[config.mk]
export PLATFORM = sky130hd
export DESIGN_NAME = ubx_frame_receiver_flat
export DESIGN_NICKNAME = d
export VERILOG_FILES = /design/src/hw/rtl/ubxfr_pkg.sv /design/src/hw/rtl/ubxfr_stream_if.sv /design/src/hw/rtl/ubxfr_fletcher.sv /design/src/hw/rtl/ubx_frame_receiver.sv /design/src/flat_wrapper.sv
export VERILOG_INCLUDE_DIRS = /design/src /design/src/hw/rtl
export SDC_FILE = /design/constraint.sdc
export NUM_CORES = 1
export LEC_CHECK = 0
export BUFFER_PORTS_ARGS = -buffer_cell sky130_fd_sc_hd__buf_2
export CAP_MARGIN = 5
export CORE_MARGIN = 5
export CORE_UTILIZATION = 45
export CTS_CLUSTER_DIAMETER = 100
export DETAILED_ROUTE_END_ITERATION = 8
export HOLD_SLACK_MARGIN = 0.06
export PLACE_DENSITY = 0.71
export SETUP_SLACK_MARGIN = 0.5
export SLEW_MARGIN = 40
export SYNTH_ARGS = -nofsm -noshare
export SYNTH_HDL_FRONTEND = slang
export SYNTH_SLANG_ARGS = --single-unit
export TNS_END_PERCENT = 50
[constraint.sdc]
create_clock -name clk -period 4.5 [get_ports clk]
set_input_delay 0.45 -clock clk [delete_from_list [all_inputs] [get_ports clk]]
set_output_delay 0.45 -clock clk [all_outputs]
set_load 0.005 [all_outputs]
[src/hw/rtl/ubx_frame_receiver_assert.svh]
// Assertion macros shared by the frame receiver RTL.
`ifndef UBX_FRAME_RECEIVER_ASSERT_SVH
`define UBX_FRAME_RECEIVER_ASSERT_SVH

// Same-cycle implication, checked outside reset.
`define UBXFR_ASSERT_IMPL(label, clk, rst_n, cond, expr, msg) \
	label: assert property (@(posedge clk) disable iff (!(rst_n)) (cond) |-> (expr)) \
		else $error(msg);

// Next-cycle implication, checked outside reset.
`define UBXFR_ASSERT_NEXT(label, clk, rst_n, cond, expr, msg) \
	label: assert property (@(posedge clk) disable iff (!(rst_n)) (cond) |=> (expr)) \
		else $error(msg);

`endif

[src/hw/rtl/ubxfr_pkg.sv]
// Shared types and constants of the UBX frame receiver.
package ubxfr_pkg;

	localparam logic [7:0] SYNC_FIRST  = 8'hB5;
	localparam logic [7:0] SYNC_SECOND = 8'h62;

	// Result kinds.
	typedef enum logic [1:0] {
		KIND_PAYLOAD = 2'd0,
		KIND_GOOD    = 2'd1,
		KIND_BAD     = 2'd2
	} kind_t;

	// Control of the checksum unit for one request.
	typedef struct packed {
		logic       add;
		logic       clear;
		logic [7:0] data;
	} fl_ctrl_t;

	// Running Fletcher-8 sums.
	typedef struct packed {
		logic [7:0] sum_a;
		logic [7:0] sum_b;
	} fl_sums_t;

endpackage

[src/hw/rtl/ubxfr_stream_if.sv]
// Valid/ready stream interfaces for received bytes and frame results.
interface ubxfr_rx_if;
	logic       valid;
	logic       ready;
	logic [7:0] rx_byte;

	modport source (output valid, output rx_byte, input ready);
	modport sink (input valid, input rx_byte, output ready);
endinterface

interface ubxfr_result_if;
	logic        valid;
	logic        ready;
	logic [1:0]  kind;
	logic [7:0]  data_byte;
	logic [15:0] payload_index;
	logic [7:0]  msg_class;
	logic [7:0]  msg_id;
	logic [15:0] payload_length;

	modport source (output valid, output kind, output data_byte, output payload_index,
		output msg_class, output msg_id, output payload_length, input ready);
	modport sink (input valid, input kind, input data_byte, input payload_index,
		input msg_class, input msg_id, input payload_length, output ready);
endinterface

[src/hw/rtl/ubxfr_fletcher.sv]
// Fletcher-8 running checksum over header and payload bytes.
module ubxfr_fletcher (
	input  logic                clk,
	input  logic                arst_n,
	input  ubxfr_pkg::fl_ctrl_t ctrl,
	output ubxfr_pkg::fl_sums_t sums
);

	logic [7:0] sum_a_q, sum_b_q;
	logic [7:0] base_a, base_b, next_a, next_b;

	// A clear restarts both sums from zero before this byte is added.
	always_comb begin
		base_a = ctrl.clear ? 8'd0 : sum_a_q;
		base_b = ctrl.clear ? 8'd0 : sum_b_q;
		next_a = base_a + ctrl.data;
		next_b = base_b + next_a;
	end

	always_ff @(posedge clk or negedge arst_n) begin
		if (!arst_n) begin
			sum_a_q <= 8'd0;
			sum_b_q <= 8'd0;
		end else if (ctrl.add) begin
			sum_a_q <= next_a;
			sum_b_q <= next_b;
		end
	end

	assign sums.sum_a = sum_a_q;
	assign sums.sum_b = sum_b_q;

endmodule

[src/hw/rtl/ubx_frame_receiver.sv]
// UBX frame receiver: takes one byte per cycle, unless stalled as below,
// and streams payload bytes and a checksum verdict. Each byte that
// produces a result shows it on the result channel in the cycle after
// acceptance, from a single output register. The byte request is refused
// only while that register holds a result the sink has not taken. Bytes
// are scanned for the sync pair B5 62; class, id and little-endian length
// follow, then the payload bytes (each one result with its index), then
// two Fletcher-8 check bytes. The second check byte gives one frame-end
// result flagged good or bad, and hunting resumes. A wrong second sync
// byte is dropped and hunting restarts; that byte is not taken as a new
// first sync byte. Bytes outside a frame give no result.
`include "ubx_frame_receiver_assert.svh"

module ubx_frame_receiver (
	input  logic        clk,
	input  logic        arst_n,
	ubxfr_rx_if.sink     rx,
	ubxfr_result_if.source result
);

	typedef enum logic [3:0] {
		ST_SYNC1,
		ST_SYNC2,
		ST_CLASS,
		ST_ID,
		ST_LEN_LO,
		ST_LEN_HI,
		ST_PAYLOAD,
		ST_CK_A,
		ST_CK_B
	} state_t;

	state_t      state_q, state_d;
	logic [7:0]  class_q, class_d;
	logic [7:0]  id_q, id_d;
	logic [15:0] len_q, len_d;
	logic [15:0] cnt_q, cnt_d;
	logic [7:0]  ck_a_q, ck_a_d;

	logic        out_valid_q;
	ubxfr_pkg::kind_t out_kind_q;
	logic [7:0]  out_data_q;
	logic [15:0] out_index_q;
	logic [7:0]  out_class_q;
	logic [7:0]  out_id_q;
	logic [15:0] out_len_q;

	logic        accept;
	logic        emit;
	ubxfr_pkg::kind_t emit_kind;
	logic [7:0]  emit_data;
	logic [15:0] emit_index;
	logic [7:0]  b;

	ubxfr_pkg::fl_ctrl_t fl_ctrl;
	ubxfr_pkg::fl_sums_t fl_sums;

	// Take a byte whenever the output register is free or being drained.
	assign rx.ready = !out_valid_q || result.ready;
	assign accept   = rx.valid && rx.ready;
	assign b        = rx.rx_byte;

	ubxfr_fletcher u_fletcher (
		.clk    (clk),
		.arst_n (arst_n),
		.ctrl   (fl_ctrl),
		.sums   (fl_sums)
	);

	// Frame decode for the byte on the input.
	always_comb begin
		state_d      = state_q;
		class_d      = class_q;
		id_d         = id_q;
		len_d        = len_q;
		cnt_d        = cnt_q;
		ck_a_d       = ck_a_q;
		emit         = 1'b0;
		emit_kind    = ubxfr_pkg::KIND_PAYLOAD;
		emit_data    = 8'd0;
		emit_index   = 16'd0;
		fl_ctrl.add   = 1'b0;
		fl_ctrl.clear = 1'b0;
		fl_ctrl.data  = b;
		case (state_q)
			ST_SYNC1: begin
				if (b == ubxfr_pkg::SYNC_FIRST) state_d = ST_SYNC2;
			end
			ST_SYNC2: begin
				state_d = (b == ubxfr_pkg::SYNC_SECOND) ? ST_CLASS : ST_SYNC1;
			end
			ST_CLASS: begin
				class_d       = b;
				fl_ctrl.add   = accept;
				fl_ctrl.clear = 1'b1;
				state_d       = ST_ID;
			end
			ST_ID: begin
				id_d        = b;
				fl_ctrl.add = accept;
				state_d     = ST_LEN_LO;
			end
			ST_LEN_LO: begin
				len_d[7:0]  = b;
				fl_ctrl.add = accept;
				state_d     = ST_LEN_HI;
			end
			ST_LEN_HI: begin
				len_d[15:8] = b;
				fl_ctrl.add = accept;
				cnt_d       = 16'd0;
				state_d     = ({b, len_q[7:0]} == 16'd0) ? ST_CK_A : ST_PAYLOAD;
			end
			ST_PAYLOAD: begin
				fl_ctrl.add = accept;
				emit        = 1'b1;
				emit_kind   = ubxfr_pkg::KIND_PAYLOAD;
				emit_data   = b;
				emit_index  = cnt_q;
				cnt_d       = cnt_q + 16'd1;
				if (cnt_q == len_q - 16'd1) state_d = ST_CK_A;
			end
			ST_CK_A: begin
				ck_a_d  = b;
				state_d = ST_CK_B;
			end
			ST_CK_B: begin
				emit      = 1'b1;
				emit_kind = ((ck_a_q == fl_sums.sum_a) && (b == fl_sums.sum_b)) ?
					ubxfr_pkg::KIND_GOOD : ubxfr_pkg::KIND_BAD;
				state_d   = ST_SYNC1;
			end
			default: begin
				state_d = ST_SYNC1;
			end
		endcase
	end

	// Frame state and the result register.
	always_ff @(posedge clk or negedge arst_n) begin
		if (!arst_n) begin
			state_q     <= ST_SYNC1;
			class_q     <= 8'd0;
			id_q        <= 8'd0;
			len_q       <= 16'd0;
			cnt_q       <= 16'd0;
			ck_a_q      <= 8'd0;
			out_valid_q <= 1'b0;
			out_kind_q  <= ubxfr_pkg::KIND_PAYLOAD;
			out_data_q  <= 8'd0;
			out_index_q <= 16'd0;
			out_class_q <= 8'd0;
			out_id_q    <= 8'd0;
			out_len_q   <= 16'd0;
		end else begin
			if (accept) begin
				state_q <= state_d;
				class_q <= class_d;
				id_q    <= id_d;
				len_q   <= len_d;
				cnt_q   <= cnt_d;
				ck_a_q  <= ck_a_d;
			end
			if (accept && emit) begin
				out_valid_q <= 1'b1;
				out_kind_q  <= emit_kind;
				out_data_q  <= emit_data;
				out_index_q <= emit_index;
				out_class_q <= class_q;
				out_id_q    <= id_q;
				out_len_q   <= len_q;
			end else if (result.ready) begin
				out_valid_q <= 1'b0;
			end
		end
	end

	assign result.valid          = out_valid_q;
	assign result.kind           = out_kind_q;
	assign result.data_byte      = out_data_q;
	assign result.payload_index  = out_index_q;
	assign result.msg_class      = out_class_q;
	assign result.msg_id         = out_id_q;
	assign result.payload_length = out_len_q;

	// Checks on frame sequencing and result contents.
	`UBXFR_ASSERT_NEXT(a_end_to_hunt, clk, arst_n, accept && (state_q == ST_CK_B), state_q == ST_SYNC1, "frame end did not return to hunting")
	`UBXFR_ASSERT_IMPL(a_index_in_range, clk, arst_n, out_valid_q && (out_kind_q == ubxfr_pkg::KIND_PAYLOAD), out_index_q < out_len_q, "payload index beyond declared length")
	`UBXFR_ASSERT_IMPL(a_end_fields_zero, clk, arst_n, out_valid_q && (out_kind_q != ubxfr_pkg::KIND_PAYLOAD), (out_data_q == 8'd0) && (out_index_q == 16'd0), "frame end carries payload data")
	`UBXFR_ASSERT_IMPL(a_ready_when_empty, clk, arst_n, !out_valid_q, rx.ready, "byte refused with empty result register")

endmodule
[src/flat_wrapper.sv]
// flat-port wrapper written by rule: the top's interface ports become plain ports
module ubx_frame_receiver_flat 
  (clk, arst_n, rx_valid, rx_rx_byte, rx_ready, result_valid, result_kind, result_data_byte, result_payload_index, result_msg_class, result_msg_id, result_payload_length, result_ready);
  ubxfr_rx_if rx_i ();
  ubxfr_result_if result_i ();
  input  logic clk;
  input  logic arst_n;
  input wire logic [$bits(rx_i.valid)-1:0] rx_valid;
  input wire logic [$bits(rx_i.rx_byte)-1:0] rx_rx_byte;
  output wire logic [$bits(rx_i.ready)-1:0] rx_ready;
  output wire logic [$bits(result_i.valid)-1:0] result_valid;
  output wire logic [$bits(result_i.kind)-1:0] result_kind;
  output wire logic [$bits(result_i.data_byte)-1:0] result_data_byte;
  output wire logic [$bits(result_i.payload_index)-1:0] result_payload_index;
  output wire logic [$bits(result_i.msg_class)-1:0] result_msg_class;
  output wire logic [$bits(result_i.msg_id)-1:0] result_msg_id;
  output wire logic [$bits(result_i.payload_length)-1:0] result_payload_length;
  input wire logic [$bits(result_i.ready)-1:0] result_ready;
  assign rx_i.valid = rx_valid;
  assign rx_i.rx_byte = rx_rx_byte;
  assign rx_ready = rx_i.ready;
  assign result_valid = result_i.valid;
  assign result_kind = result_i.kind;
  assign result_data_byte = result_i.data_byte;
  assign result_payload_index = result_i.payload_index;
  assign result_msg_class = result_i.msg_class;
  assign result_msg_id = result_i.msg_id;
  assign result_payload_length = result_i.payload_length;
  assign result_i.ready = result_ready;
  ubx_frame_receiver u_core (.clk(clk), .arst_n(arst_n), .rx(rx_i), .result(result_i));
endmodule
==> flow_summary.json <==
{
  "cts_root_buf": "clkbuf_16",
  "grt_max_degree": 78,
  "final.period_utilization": 0.836,
  "initial_core_util": 0.455,
  "grt_setup_unrepaired": "no",
  "die_area_um2": 17800,
  "r2r-start": "u_core.state_q[1]",
  "grt_antenna_before_repair": 0,
  "postSynthAreaPerCell_um2": 10.7,
  "synthFlopType": "dfrtp_1",
  "syn_area_um2": 6830,
  "instances_no_fill": 893,
  "tightest_slew_ns": 0.761,
  "clkPwrFrac": 0.215,
  "grt.total_usage": 0.185,
  "mappedNetlistNets": 667,
  "required_ns": 4.80,
  "power.switching_mw": 2.20,
  "place_congestion": 0.876,
  "hold_start": "result_ready",
  "worstSetupEndpointType": "flip-flop",
  "clock_latency_ns": 0.42,
  "cp_data_arrival_time_ns": 4.06,
  "drtIter0Drc": 286,
  "cts.htree.levels": 4,
  "die_h_um": 133,
  "ys_seq_area_frac": 0.494,
  "cellLeakagePower_nw": 3.63,
  "cts_sinks": 135,
  "crit_type": "flip-flop to flip-flop",
  "p_seq_frac": 0.366,
  "ios": 72,
  "nFillCells": 1287,
  "finalHoldViolCount": 0,
  "power_frac_comb": 0.419,
  "crit_start": "u_core.state_q[1]",
  "clockBufferDepth": 2,
  "dp_cells": 860,
  "rows": 45,
  "gr-total-overflow": 0,
  "clock_skew_ns": 0.0120,
  "synth-edff-count": 0,
  "slew_headroom": 0.493,
  "setup_viol": 0,
  "vias": 4905,
  "cts_tree": "yes",
  "port_buffers": 71,
  "crit_fanout": 16,
  "ys_ff_latch": 135,
  "synthesis.instances": 637,
  "async_flop_share": 1.00,
  "fin_setup_tns_ns": 0,
  "place_area_um2": 7360,
  "drc": 0,
  "core_um2": 15000,
  "powerDensity_nw_per_um2": 757,
  "max_freq_mhz": 266,
  "wirelength_mm": 15.6,
  "final_nets": 722,
  "design_area_um2": 7930,
  "diodes": 0,
  "synth_warnings": 0,
  "drive_above_1_share": 0.281,
  "min_path_type": "primary input to flip-flop",
  "yosysUniqueCellTypes": 51,
  "p_int_mw": 3.80,
  "post_cts_resized": 0,
  "status": "finished, final reports clean",
  "slew_viol_final": 0,
  "vdd_ir_drop_max_mv": 0.517,
  "dpl.hpwl_mm": 11.0,
  "grt_pass1_wl_mm": 26.0,
  "start_kind": "flip-flop",
  "grt_pass1_vias": 5085,
  "p_sw_frac": 0.366,
  "vias_per_cell": 5.49,
  "max_cap_violations": 0,
  "fin_crit_ns": 3.76,
  "die_w_um": 133,
  "clk_pin_slew_ns": 0.06,
  "cts_made_buffers": 17,
  "area_delta_synth_final_pct": 16.0,
  "wl_per_cell_um": 17.5,
  "route.antenna.remaining_nets": 0,
  "firstDrtPassIters": 4
}
metrics by stage:
stage	worst slack, ns	total power, mW	util	hold WS (ns)
after CTS	0.754	6.07	0.527	0.133
after detailed placement	0.787	4.74	0.489	0.490
after global placement	0.864	4.61	0.487	0.483
after floorplan	0.707	4.00	-	0.154
after global routing	0.520	6.48	0.528	0.431
final	0.739	6.00	0.528	0.417
final timing paths:
check | endpoint | slack (ns) | depth (start not counted)
setup / recovery | u_core.u_fletcher.sum_b_q[7] | 0.74 | 16
hold / removal | u_core.result.valid | 0.42 | 3
setup reg to reg | u_core.u_fletcher.sum_b_q[7] | 0.74 | 16
hold reg to reg | u_core.result.payload_length[11] | 0.50 | 1
max in group asynchronous | u_core.result.msg_id[0] | 3.14 | 3
min in group asynchronous | u_core.result.data_byte[7] | 0.58 | 2
power by group through the flow:
| stage | Combinational [mW] | Clock [mW] | Sequential, mW |
|---|---|---|---|
| 6_report | 2.51 | 1.29 | 2.20 |
| 5_1_grt | 2.82 | 1.38 | 2.27 |
| 4_1_cts | 2.54 | 1.33 | 2.20 |
| 3_5_place_dp | 2.52 | 0 | 2.22 |
| 3_3_place_gp | 2.43 | 0 | 2.18 |
| 2_1_floorplan | 1.98 | 0 | 2.02 |
what timing repair did:
action | 4_1_cts | 5_1_grt
hold buffers | 0 | 1
buffers inserted | 0 | 0
hold endpoints to repair | 0 | 22
cell usage after synthesis, types with 6 or more instances:
| master | instances | share of area |
|---|---|---|
| o21ai_0 | 47 | 0.034 |
| or3_1 | 6 | 0.0055 |
| nand2b_1 | 7 | 0.0064 |
| xor2_1 | 29 | 0.037 |
| mux2_2 | 81 | 0.13 |
| clkbuf_1 | 36 | 0.020 |
| ha_1 | 16 | 0.029 |
| nand2_1 | 76 | 0.042 |
| nand4_1 | 7 | 0.0064 |
| nor2_1 | 30 | 0.016 |
| nor3_1 | 11 | 0.0081 |
| xnor2_1 | 30 | 0.038 |
| inv_1 | 9 | 0.0049 |
| nand3_1 | 11 | 0.0081 |
| dfrtp_1 | 135 | 0.49 |
| mux2i_1 | 7 | 0.010 |
| a21oi_1 | 16 | 0.012 |
| nor2b_1 | 21 | 0.019 |
final cells by class:
type	count	area, um^2	share of cell area
multi-input combinational	451	3280	0.414
timing repair buffer	78	444	0.0560
tap	188	235	0.0297
clock buffer	20	457	0.0576
clock inverter	12	103	0.0129
inverter	9	33.8	0.00426
sequential	135	3380	0.426
layout by cell type, fill, tap and decap left out, types with 9 or more instances in the layout:
cell	instances
nor2b_1	21
a21oi_1	16
dfrtp_1	135
nand2_1	76
buf_2	70
xor2_1	29
mux2_2	81
inv_1	9
nor3_1	11
nand3_1	11
o21ai_0	47
clkbuf_16	17
nor2_1	28
ha_1	16
xnor2_1	30
flip-flops by register name, indices dropped and copies added (netlist names), 2 cells and up:
register,flops
u_core.state_q,4
u_core.result.data_byte,8
u_core.result.payload_length,16
u_core.len_q,16
u_core.id_q,8
u_core.cnt_q,16
u_core.u_fletcher.sum_a_q,8
u_core.ck_a_q,8
u_core.result.kind,2
u_core.u_fletcher.sum_b_q,8
u_core.result.msg_id,8
u_core.class_q,8
u_core.result.payload_index,16
u_core.result.msg_class,8
routing by layer:
metal | global-route usage | wire (um)
met5 | 0 | 0
met4 | 0.0680 | 272
met3 | 0.0480 | 788
met2 | 0.306 | 7930
met1 | 0.236 | 6610
cell families after synthesis:
group / after synthesis / synth area share
XOR/XNOR: 59 / 0.0756
flip-flops: 135 / 0.494
AO/OA/AOI/OAI: 92 / 0.0782
AND/OR/NAND/NOR: 194 / 0.143
adder cells (fa/ha/maj): 18 / 0.0352
multiplexers: 88 / 0.144
buffers and inverters: 51 / 0.0298
critical path: stages (launching register included):
cell	delay (ns)
dfrtp_1	0.56
nor4b_2	0.29
buf_4	0.27
nor2b_1	0.08
ha_1	0.21
fa_1	0.40
a21o_1	0.17
a21oi_1	0.21
o21bai_1	0.09
a21oi_1	0.17
xnor2_1	0.11
ha_1	0.21
or3_1	0.37
o211ai_1	0.11
xnor2_1	0.14
nor2_1	0.06
xnor2_1	0.16
No activity file was read; power rests on OpenSTA's default activity.
